[src/rrqs_pkg.sv]
// Shared types and constants of the round-robin quantum scheduler.
package rrqs_pkg;

    localparam int SLICE_W = 8;
    localparam logic [SLICE_W-1:0] QUANTUM_RESET = 8'd3;

    typedef enum logic [1:0] {
        ST_FREE    = 2'd0,
        ST_READY   = 2'd1,
        ST_BLOCKED = 2'd2,
        ST_RUNNING = 2'd3
    } entry_state_t;

    typedef enum logic [2:0] {
        EV_IDLE      = 3'd0,
        EV_CONTINUED = 3'd1,
        EV_SWITCHED  = 3'd2,
        EV_STARTED   = 3'd3,
        EV_WRITTEN   = 3'd4
    } event_t;

    typedef enum logic [2:0] {
        FSM_IDLE,
        FSM_TICK,
        FSM_WRITE_RD,
        FSM_WRITE_WB,
        FSM_SCAN,
        FSM_DONE
    } fsm_t;

    typedef struct packed {
        entry_state_t       state;
        logic [SLICE_W-1:0] slice;
    } entry_t;

endpackage

[src/round_robin_quantum_scheduler.sv]
// Round-robin task scheduler with a time quantum over a table of task entries.
//
//  channel | direction | beat contents
//  s_*     | in        | tuser: operation; tdata: entry_index, entry_status
//  m_*     | out       | tuser: event_code; tdata: running_valid, running_index,
//          |           |        slice_left, tick_number
//  cfg_*   | in        | cfg_data: quantum
//
// A tick whose running task keeps going passes IDLE, TICK and DONE; a status write
// passes IDLE, WRITE_RD, WRITE_WB and DONE, or only IDLE and DONE when the write
// changes nothing (status code 3 or an index past the table). A tick that must pick
// a task scans the table through the single RAM read port, one entry a cycle.
// s_tready is high only while the sequencer is idle; a result held in the output
// register does not stop the next beat from being taken.
// Reset clears every entry to free at once through per-entry valid bits.
module round_robin_quantum_scheduler #(
    parameter int ENTRIES = 8
) (
    input  logic        clk,
    input  logic        rst_n,
    input  logic        s_tvalid,
    output logic        s_tready,
    input  logic [7:0]  s_tdata,   // [2:0] entry_index, [4:3] entry_status, [7:5] zero
    input  logic [0:0]  s_tuser,   // [0] operation
    output logic        m_tvalid,
    input  logic        m_tready,
    output logic [47:0] m_tdata,   // [0] running_valid, [3:1] running_index,
                                   // [11:4] slice_left, [43:12] tick_number, [47:44] zero
    output logic [2:0]  m_tuser,   // [2:0] event_code
    input  logic        cfg_valid,
    output logic        cfg_ready,
    input  logic [7:0]  cfg_data   // quantum
);

    localparam int IDX_W = (ENTRIES > 1) ? $clog2(ENTRIES) : 1;
    localparam int XW    = (IDX_W > 3) ? IDX_W : 3;
    localparam int CW    = $clog2(ENTRIES + 1);
    localparam int SW    = rrqs_pkg::SLICE_W;

    rrqs_pkg::fsm_t         fsm_reg, fsm_next;
    rrqs_pkg::event_t       event_reg, event_next;
    rrqs_pkg::entry_state_t status_reg, status_next;
    logic [IDX_W-1:0]       idx_reg, idx_next;
    logic [IDX_W-1:0]       ptr_reg, ptr_next;
    logic [IDX_W-1:0]       chk_ptr_reg, chk_ptr_next;
    logic [CW-1:0]          issue_cnt_reg, issue_cnt_next;
    logic [CW-1:0]          chk_cnt_reg, chk_cnt_next;
    logic                   chk_pend_reg, chk_pend_next;
    logic                   fresh_reg, fresh_next;
    logic                   run_valid_reg, run_valid_next;
    logic [IDX_W-1:0]       run_index_reg, run_index_next;
    logic [SW-1:0]          run_slice_reg, run_slice_next;
    logic [31:0]            tick_reg, tick_next;
    logic [SW-1:0]          quantum_reg, quantum_next;
    logic [ENTRIES-1:0]     vld_reg, vld_next;
    logic                   rd_vld_reg, rd_vld_next;
    logic                   out_valid_reg, out_valid_next;
    logic [47:0]            out_tdata_reg, out_tdata_next;
    logic [2:0]             out_tuser_reg, out_tuser_next;

    logic                   ram_wen;
    logic [IDX_W-1:0]       ram_waddr;
    rrqs_pkg::entry_t       ram_wdata;
    rrqs_pkg::entry_t       rd_entry;
    logic [$bits(rrqs_pkg::entry_t)-1:0] ram_rdata;

    logic                   in_accept;
    logic                   in_op;
    logic [XW-1:0]          in_idx_ext;
    logic [IDX_W-1:0]       in_idx;
    rrqs_pkg::entry_state_t in_status;
    logic                   wr_ok;
    rrqs_pkg::entry_state_t rd_state;
    logic                   issue_more;
    logic                   scan_hit;
    logic                   scan_end;
    logic                   out_load;
    logic [IDX_W-1:0]       ptr_wrap;
    logic [IDX_W-1:0]       run_wrap;
    logic [XW-1:0]          run_ext;

    rrqs_ram #(
        .WIDTH ($bits(rrqs_pkg::entry_t)),
        .DEPTH (ENTRIES)
    ) u_table (
        .clk   (clk),
        .wen   (ram_wen),
        .waddr (ram_waddr),
        .wdata (ram_wdata),
        .raddr (ptr_reg),
        .rdata (ram_rdata)
    );

    assign s_tready  = (fsm_reg == rrqs_pkg::FSM_IDLE);
    assign cfg_ready = 1'b1;
    assign m_tvalid  = out_valid_reg;
    assign m_tdata   = out_tdata_reg;
    assign m_tuser   = out_tuser_reg;

    assign in_accept  = s_tvalid && s_tready;
    assign in_op      = s_tuser[0];
    assign in_idx_ext = XW'(s_tdata[2:0]);
    assign in_idx     = in_idx_ext[IDX_W-1:0];
    assign in_status  = rrqs_pkg::entry_state_t'(s_tdata[4:3]);
    assign wr_ok      = (32'(s_tdata[2:0]) < ENTRIES) && (in_status != rrqs_pkg::ST_RUNNING);

    assign rd_entry   = rrqs_pkg::entry_t'(ram_rdata);
    assign rd_state   = rd_vld_reg ? rd_entry.state : rrqs_pkg::ST_FREE;
    assign issue_more = (issue_cnt_reg < CW'(ENTRIES));
    assign scan_hit   = chk_pend_reg && (rd_state == rrqs_pkg::ST_READY);
    assign scan_end   = chk_pend_reg && (chk_cnt_reg == CW'(ENTRIES - 1));
    assign out_load   = !out_valid_reg || m_tready;

    assign ptr_wrap = (ptr_reg == IDX_W'(ENTRIES - 1)) ? '0 : ptr_reg + 1'b1;
    assign run_wrap = (run_index_reg == IDX_W'(ENTRIES - 1)) ? '0 : run_index_reg + 1'b1;
    assign run_ext  = XW'(run_index_reg);

    // Next state
    always_comb
    begin
        fsm_next = fsm_reg;
        unique case (fsm_reg)
            rrqs_pkg::FSM_IDLE:
            begin
                if (in_accept)
                begin
                    if (!in_op)
                    begin
                        fsm_next = run_valid_reg ? rrqs_pkg::FSM_TICK : rrqs_pkg::FSM_SCAN;
                    end
                    else
                    begin
                        fsm_next = wr_ok ? rrqs_pkg::FSM_WRITE_RD : rrqs_pkg::FSM_DONE;
                    end
                end
            end
            rrqs_pkg::FSM_TICK:
            begin
                fsm_next = (run_slice_reg <= SW'(1)) ? rrqs_pkg::FSM_SCAN : rrqs_pkg::FSM_DONE;
            end
            rrqs_pkg::FSM_WRITE_RD:
            begin
                fsm_next = rrqs_pkg::FSM_WRITE_WB;
            end
            rrqs_pkg::FSM_WRITE_WB:
            begin
                fsm_next = rrqs_pkg::FSM_DONE;
            end
            rrqs_pkg::FSM_SCAN:
            begin
                if (scan_hit || scan_end)
                begin
                    fsm_next = rrqs_pkg::FSM_DONE;
                end
            end
            rrqs_pkg::FSM_DONE:
            begin
                if (out_load)
                begin
                    fsm_next = rrqs_pkg::FSM_IDLE;
                end
            end
            default:
            begin
                fsm_next = rrqs_pkg::FSM_IDLE;
            end
        endcase
    end

    // Datapath and table access
    always_comb
    begin
        event_next     = event_reg;
        status_next    = status_reg;
        idx_next       = idx_reg;
        ptr_next       = ptr_reg;
        chk_ptr_next   = ptr_reg;
        issue_cnt_next = issue_cnt_reg;
        chk_cnt_next   = chk_cnt_reg;
        chk_pend_next  = (fsm_reg == rrqs_pkg::FSM_SCAN) && issue_more;
        fresh_next     = fresh_reg;
        run_valid_next = run_valid_reg;
        run_index_next = run_index_reg;
        run_slice_next = run_slice_reg;
        tick_next      = tick_reg;
        quantum_next   = cfg_valid ? cfg_data : quantum_reg;
        vld_next       = vld_reg;
        rd_vld_next    = vld_reg[ptr_reg];
        out_valid_next = out_valid_reg && !m_tready;
        out_tdata_next = out_tdata_reg;
        out_tuser_next = out_tuser_reg;
        ram_wen        = 1'b0;
        ram_waddr      = run_index_reg;
        ram_wdata      = '0;

        unique case (fsm_reg)
            rrqs_pkg::FSM_IDLE:
            begin
                if (in_accept)
                begin
                    idx_next       = in_idx;
                    status_next    = in_status;
                    issue_cnt_next = '0;
                    chk_cnt_next   = '0;
                    if (!in_op)
                    begin
                        tick_next  = tick_reg + 32'd1;
                        ptr_next   = '0;
                        fresh_next = 1'b1;
                    end
                    else
                    begin
                        ptr_next   = in_idx;
                        event_next = rrqs_pkg::EV_WRITTEN;
                    end
                end
            end
            rrqs_pkg::FSM_TICK:
            begin
                ram_wen = 1'b1;
                if (run_slice_reg <= SW'(1))
                begin
                    // expire: back to ready with a full slice, then look past it
                    ram_wdata.state = rrqs_pkg::ST_READY;
                    ram_wdata.slice = quantum_reg;
                    ptr_next        = run_wrap;
                    fresh_next      = 1'b0;
                end
                else
                begin
                    ram_wdata.state = rrqs_pkg::ST_RUNNING;
                    ram_wdata.slice = run_slice_reg - 1'b1;
                    run_slice_next  = run_slice_reg - 1'b1;
                    event_next      = rrqs_pkg::EV_CONTINUED;
                end
            end
            rrqs_pkg::FSM_WRITE_RD:
            begin
                // hold the read address on the written entry
            end
            rrqs_pkg::FSM_WRITE_WB:
            begin
                ram_wen         = 1'b1;
                ram_waddr       = idx_reg;
                ram_wdata.state = status_reg;
                ram_wdata.slice = ((rd_state == rrqs_pkg::ST_FREE)
                                   && (status_reg != rrqs_pkg::ST_FREE))
                                  ? quantum_reg : rd_entry.slice;
                vld_next[idx_reg] = 1'b1;
                if (run_valid_reg && (run_index_reg == idx_reg))
                begin
                    run_valid_next = 1'b0;
                    run_index_next = '0;
                end
            end
            rrqs_pkg::FSM_SCAN:
            begin
                if (issue_more)
                begin
                    ptr_next       = ptr_wrap;
                    issue_cnt_next = issue_cnt_reg + 1'b1;
                end
                if (chk_pend_reg)
                begin
                    chk_cnt_next = chk_cnt_reg + 1'b1;
                end
                if (scan_hit)
                begin
                    ram_wen         = 1'b1;
                    ram_waddr       = chk_ptr_reg;
                    ram_wdata.state = rrqs_pkg::ST_RUNNING;
                    ram_wdata.slice = fresh_reg ? quantum_reg : rd_entry.slice;
                    run_valid_next  = 1'b1;
                    run_index_next  = chk_ptr_reg;
                    run_slice_next  = fresh_reg ? quantum_reg : rd_entry.slice;
                    event_next      = fresh_reg ? rrqs_pkg::EV_STARTED : rrqs_pkg::EV_SWITCHED;
                end
                else if (scan_end)
                begin
                    run_valid_next = 1'b0;
                    run_index_next = '0;
                    event_next     = fresh_reg ? rrqs_pkg::EV_IDLE : rrqs_pkg::EV_SWITCHED;
                end
            end
            rrqs_pkg::FSM_DONE:
            begin
                if (out_load)
                begin
                    out_valid_next        = 1'b1;
                    out_tdata_next        = '0;
                    out_tdata_next[0]     = run_valid_reg;
                    out_tdata_next[3:1]   = run_valid_reg ? run_ext[2:0] : 3'd0;
                    out_tdata_next[11:4]  = run_valid_reg ? run_slice_reg : '0;
                    out_tdata_next[43:12] = tick_reg;
                    out_tuser_next        = event_reg;
                end
            end
            default:
            begin
            end
        endcase
    end

    always_ff @(posedge clk or negedge rst_n)
    begin
        if (!rst_n)
        begin
            fsm_reg       <= rrqs_pkg::FSM_IDLE;
            chk_pend_reg  <= 1'b0;
            run_valid_reg <= 1'b0;
            run_index_reg <= '0;
            tick_reg      <= '0;
            quantum_reg   <= rrqs_pkg::QUANTUM_RESET;
            vld_reg       <= '0;
            rd_vld_reg    <= 1'b0;
            out_valid_reg <= 1'b0;
            issue_cnt_reg <= '0;
            chk_cnt_reg   <= '0;
        end
        else
        begin
            fsm_reg       <= fsm_next;
            chk_pend_reg  <= chk_pend_next;
            run_valid_reg <= run_valid_next;
            run_index_reg <= run_index_next;
            tick_reg      <= tick_next;
            quantum_reg   <= quantum_next;
            vld_reg       <= vld_next;
            rd_vld_reg    <= rd_vld_next;
            out_valid_reg <= out_valid_next;
            issue_cnt_reg <= issue_cnt_next;
            chk_cnt_reg   <= chk_cnt_next;
        end
    end

    always_ff @(posedge clk)
    begin
        event_reg     <= event_next;
        status_reg    <= status_next;
        idx_reg       <= idx_next;
        ptr_reg       <= ptr_next;
        chk_ptr_reg   <= chk_ptr_next;
        fresh_reg     <= fresh_next;
        run_slice_reg <= run_slice_next;
        out_tdata_reg <= out_tdata_next;
        out_tuser_reg <= out_tuser_next;
    end

`ifndef SYNTHESIS
    a_busy_after_accept: assert property (@(posedge clk) disable iff (!rst_n)
        (s_tvalid && s_tready) |=> !s_tready)
        else $error("input taken while the sequencer was busy");

    a_result_from_done: assert property (@(posedge clk) disable iff (!rst_n)
        $rose(m_tvalid) |-> $past(fsm_reg == rrqs_pkg::FSM_DONE))
        else $error("result raised outside the completion step");

    a_tick_count: assert property (@(posedge clk) disable iff (!rst_n)
        !(s_tvalid && s_tready && !s_tuser[0]) |=> $stable(tick_reg))
        else $error("tick count moved without a tick beat");
`endif

endmodule

[src/rrqs_ram.sv]
// Generic single-write, single-read RAM with registered read data.
module rrqs_ram #(
    parameter int WIDTH = 10,
    parameter int DEPTH = 8
) (
    input  logic                     clk,
    input  logic                     wen,
    input  logic [$clog2(DEPTH)-1:0] waddr,
    input  logic [WIDTH-1:0]         wdata,
    input  logic [$clog2(DEPTH)-1:0] raddr,
    output logic [WIDTH-1:0]         rdata
);

    logic [WIDTH-1:0] mem [DEPTH];

    always_ff @(posedge clk)
    begin
        if (wen)
        begin
            mem[waddr] <= wdata;
        end
        rdata <= mem[raddr];
    end

endmodule
[config.mk]
export PLATFORM = sky130hd
export DESIGN_NAME = round_robin_quantum_scheduler
export DESIGN_NICKNAME = d
export VERILOG_FILES = /design/src/rrqs_pkg.sv /design/src/round_robin_quantum_scheduler.sv /design/src/rrqs_ram.sv
export SDC_FILE = /design/constraint.sdc
export NUM_CORES = 1
export LEC_CHECK = 0
export ABC_AREA = 1
export ABC_CLOCK_PERIOD_IN_PS = 3700
export BUFFER_PORTS_ARGS = -buffer_cell sky130_fd_sc_hd__buf_4
export CAP_MARGIN = 20
export CORE_MARGIN = 2
export CORE_UTILIZATION = 54
export CTS_CLUSTER_SIZE = 10
export DETAILED_ROUTE_END_ITERATION = 16
export GPL_TIMING_DRIVEN = 1
export PLACE_DENSITY = 0.82
export SLEW_MARGIN = 20
export SYNTH_ARGS = -nofsm -noshare
export SYNTH_HDL_FRONTEND = slang
export SYNTH_SLANG_ARGS = --single-unit
[constraint.sdc]
create_clock -name clk -period 3.7 [get_ports clk]
set_input_delay 0 -clock clk [delete_from_list [all_inputs] [get_ports clk]]
set_output_delay 0 -clock clk [all_outputs]
set_load 0.01 [all_outputs]
==> flow_metrics.py <==
metrics = {
    "critical_path": {
        "timing.rr.start": "fsm_reg[2]",
        "worst_setup_path_start_kind": "flop",
        "critPathKind": "reg2reg",
        "path_cells": "inv_2 > nand3_1 > inv_1 > buf_4 > nand2_1 > nand3_1 > nand2_1 > nor2_1",
        "cp_slowest_stage_delay_ns": 0.73,
        "path_max_fanout": 16,
        "cp_slowest_cell": "nor2_1",
        "critical_path.startpoint": "fsm_reg[2]",
        "worst-endpoint-required_ns": 3.82,
        "crit_arrival_ns": 2.78,
        "endpoint_kind": "flop",
    },
    "drt": {
        "routed_wirelength_um": 21600,
        "viasPerCell": 5.48,
        "drt_iter0_markers": 630,
        "via_count": 7259,
        "drt-pass1-iter-count": 8,
        "wl_per_cell_um": 16.3,
        "remaining_drc_errors": 0,
        "ant_nets": 0,
    },
    "placed_design": {
        "hpwlAfterDp_um": 14000,
        "routabilityCongestion": 0.932,
        "dp_slack_ns": 1.08,
        "io_buffer_count": 67,
    },
    "sta": {
        "finalWorstSetupSlack_ns": 1.04,
        "min_period_ns": 2.66,
        "max_freq_mhz": 376,
        "worstMarginPinSlew_ns": 0.966,
        "hold_viol": 0,
        "setup_viol": 0,
        "min_period_over_period": 0.718,
        "slew_headroom": 0.353,
        "drv_slew": 0,
        "fin_setup_tns_ns": 0,
        "finClkSkew_ns": 0.0229,
        "rsz0062_at_grt": "no",
    },
    "grt": {
        "grt_pass1_wl_um": 35000,
        "overflow": 0,
        "grt_util_met2": 0.380,
        "grt.total_usage": 0.223,
        "grt_max_degree": 67,
        "grt_use_met3": 0.0338,
        "grt_pass1_vias": 7009,
        "top_usage_layer": "met2",
        "use_met1": 0.289,
        "antenna_found_initial": 0,
    },
    "clock_network": {
        "cts_tree": "done",
        "cts.repair.resized": 0,
        "cts_sinks": 226,
        "cts.root.buffer_cell": "clkbuf_16",
        "clock_latency_ns": 0.52,
        "hold_buffers": 33,
        "cts-buffers-inserted": 26,
        "cts.path.max_buffers": 3,
        "clk_pin_slew_worst_paths_ns": 0.06,
        "htreeDepth": 1,
        "postCtsSetupBuffers": 0,
    },
    "synth": {
        "async_flop_share": 0.292,
        "synth_edf_count": 147,
        "ys_types": 40,
        "synthCells": 961,
        "synth_area_um2": 9780,
        "post_synth.cell_area_avg_um2": 10.2,
        "synthFlopType": "edfxtp_1",
        "yosys_warnings": 0,
        "ys_ff_latch": 226,
        "yosysSeqAreaShare": 0.647,
    },
    "final_layout": {
        "num_antenna_cells": 0,
        "layout-drive-gt1-share": 0.110,
        "final_nets": 1106,
        "area_growth_pct": 18.8,
        "largest_register_ffs": 80,
    },
    "hold_path": {
        "min_path_type": "in2async",
    },
    "floorplan": {
        "die_y_um": 139,
        "die_w_um": 139,
        "initial_utilization": 0.548,
        "rows": 49,
        "core_area_um2": 17800,
        "dieArea_um2": 19200,
        "io_pins": 76,
    },
    "run": {
        "drv_cap": 0,
    },
    "outcome": {
        "status": "finished, final reports clean",
    },
    "pwr": {
        "p_leak_nw": 4.61,
        "power_frac_comb": 0.020,
        "seqPwrFrac": 0.530,
        "netSwitchingFraction": 0.194,
        "p_int_w": 0.00408,
        "p_switching_w": 0.000985,
        "clkPwrFrac": 0.450,
        "powerDensity_nw_per_um2": 436,
        "vdd_ir_drop_max_v": 0.000469,
    },
}
## worst max-delay path: cells and delay by family, from the launching register on
family	cells	cell delay, ns
buf+inv	3	0.49
simple gates	5	1.34
flops	1	0.41
## power by group through the flow
stage / sequential, W / combinational, W / clock, W
after global routing: 0.00268 / 0.000114 / 0.00241
after floorplan: 0.00273 / 0.0000297 / 0
after CTS: 0.00268 / 0.0000985 / 0.00231
final: 0.00268 / 0.000103 / 0.00228
after global placement: 0.00273 / 0.0000658 / 0
after detailed placement: 0.00273 / 0.0000662 / 0
## cell families after synthesis
group                    Yosys count  share of synthesized area
adder cells (fa/ha/maj)            9                     0.0115
AND/OR/NAND/NOR                  444                      0.189
AO/OA/AOI/OAI                    133                     0.0763
XOR/XNOR                          29                     0.0260
flip-flops                       226                      0.647
buffers and inverters            118                     0.0489
other                              2                   0.000768
## metrics by stage
step | hold WS (ns) | cells | util | power [W] | cell area (um2)
floorplan | -0.296 | 964 | - | 0.00276 | 9790
global placement | 0.158 | 1243 | 0.590 | 0.00280 | 10500
detailed placement | 0.151 | 1243 | 0.590 | 0.00280 | 10500
CTS | 0.164 | 1324 | 0.651 | 0.00509 | 11600
global route | 0.211 | 1324 | 0.651 | 0.00521 | 11600
finish | 0.124 | 1324 | 0.651 | 0.00507 | 11600
## final timing paths
| check | depth (start not counted) | end | slack, ns |
|---|---|---|---|
| worst max-delay path | 8 | u_table.mem[7][0] | 1.04 |
| worst max register to register | 8 | u_table.mem[7][0] | 1.04 |
| min in group clk | 2 | status_reg[1] | 0.22 |
| worst min register to register | 0 | m_tuser[1] | 0.42 |
| worst min-delay path | 2 | tick_reg[0] | 0.12 |
| max in group asynchronous | 2 | tick_reg[14] | 2.94 |
## synth_stat cells, types with 13 or more instances
master	number	area (um2)
a21oi_1	22	110
clkbuf_1	13	48.8
dfrtp_1	64	1600
dfxtp_1	13	260
edfxtp_1	147	4410
inv_1	88	330
nand2_1	240	901
nand3_1	59	295
nor2_1	114	428
o21ai_0	72	360
o22ai_1	20	125
xnor2_1	19	166
## routing by layer
layer  up-vias  part of all wire
met5         -                 0
met4         0             0.037
met3        69             0.067
met2       310              0.49
met1      3424              0.41
li1       3456                 -
## cells in the final DEF (no fill, tap or decap), types with 2 or more instances in the layout
master | netlist | routed
inv_1 | 88 | 88
o22ai_1 | 20 | 20
xnor2_1 | 19 | 19
clkbuf_16 | 0 | 27
clkinv_1 | 2 | 3
o211ai_1 | 3 | 3
o21bai_1 | 2 | 2
dfstp_2 | 2 | 2
buf_4 | 6 | 77
dfxtp_1 | 13 | 13
o21a_1 | 3 | 3
nor2_2 | 2 | 2
edfxtp_1 | 147 | 147
nand3_1 | 59 | 59
nand4_1 | 10 | 10
nand2_2 | 3 | 3
nand3b_1 | 5 | 5
nor2_4 | 4 | 4
xor2_1 | 10 | 10
nand2_1 | 240 | 240
nor2_1 | 114 | 114
dfrtp_1 | 64 | 64
a41o_1 | 2 | 2
dlygate4sd3_1 | 0 | 33
conb_1 | 2 | 5
clkbuf_1 | 13 | 20
o31ai_1 | 4 | 4
o21ai_0 | 72 | 72
a21oi_1 | 22 | 21
nor3_1 | 5 | 5
ha_1 | 9 | 9
## area by class of cell
cell class	instances	area (um2)
sequential	226	6330
fill	1307	6230
multi-input combinational	620	3000
timing repair buffer	110	908
clock buffer	47	751
inverter	91	342
tap	229	287
clock inverter	1	3.75
Note: power is estimated with default switching activity, not from simulation.
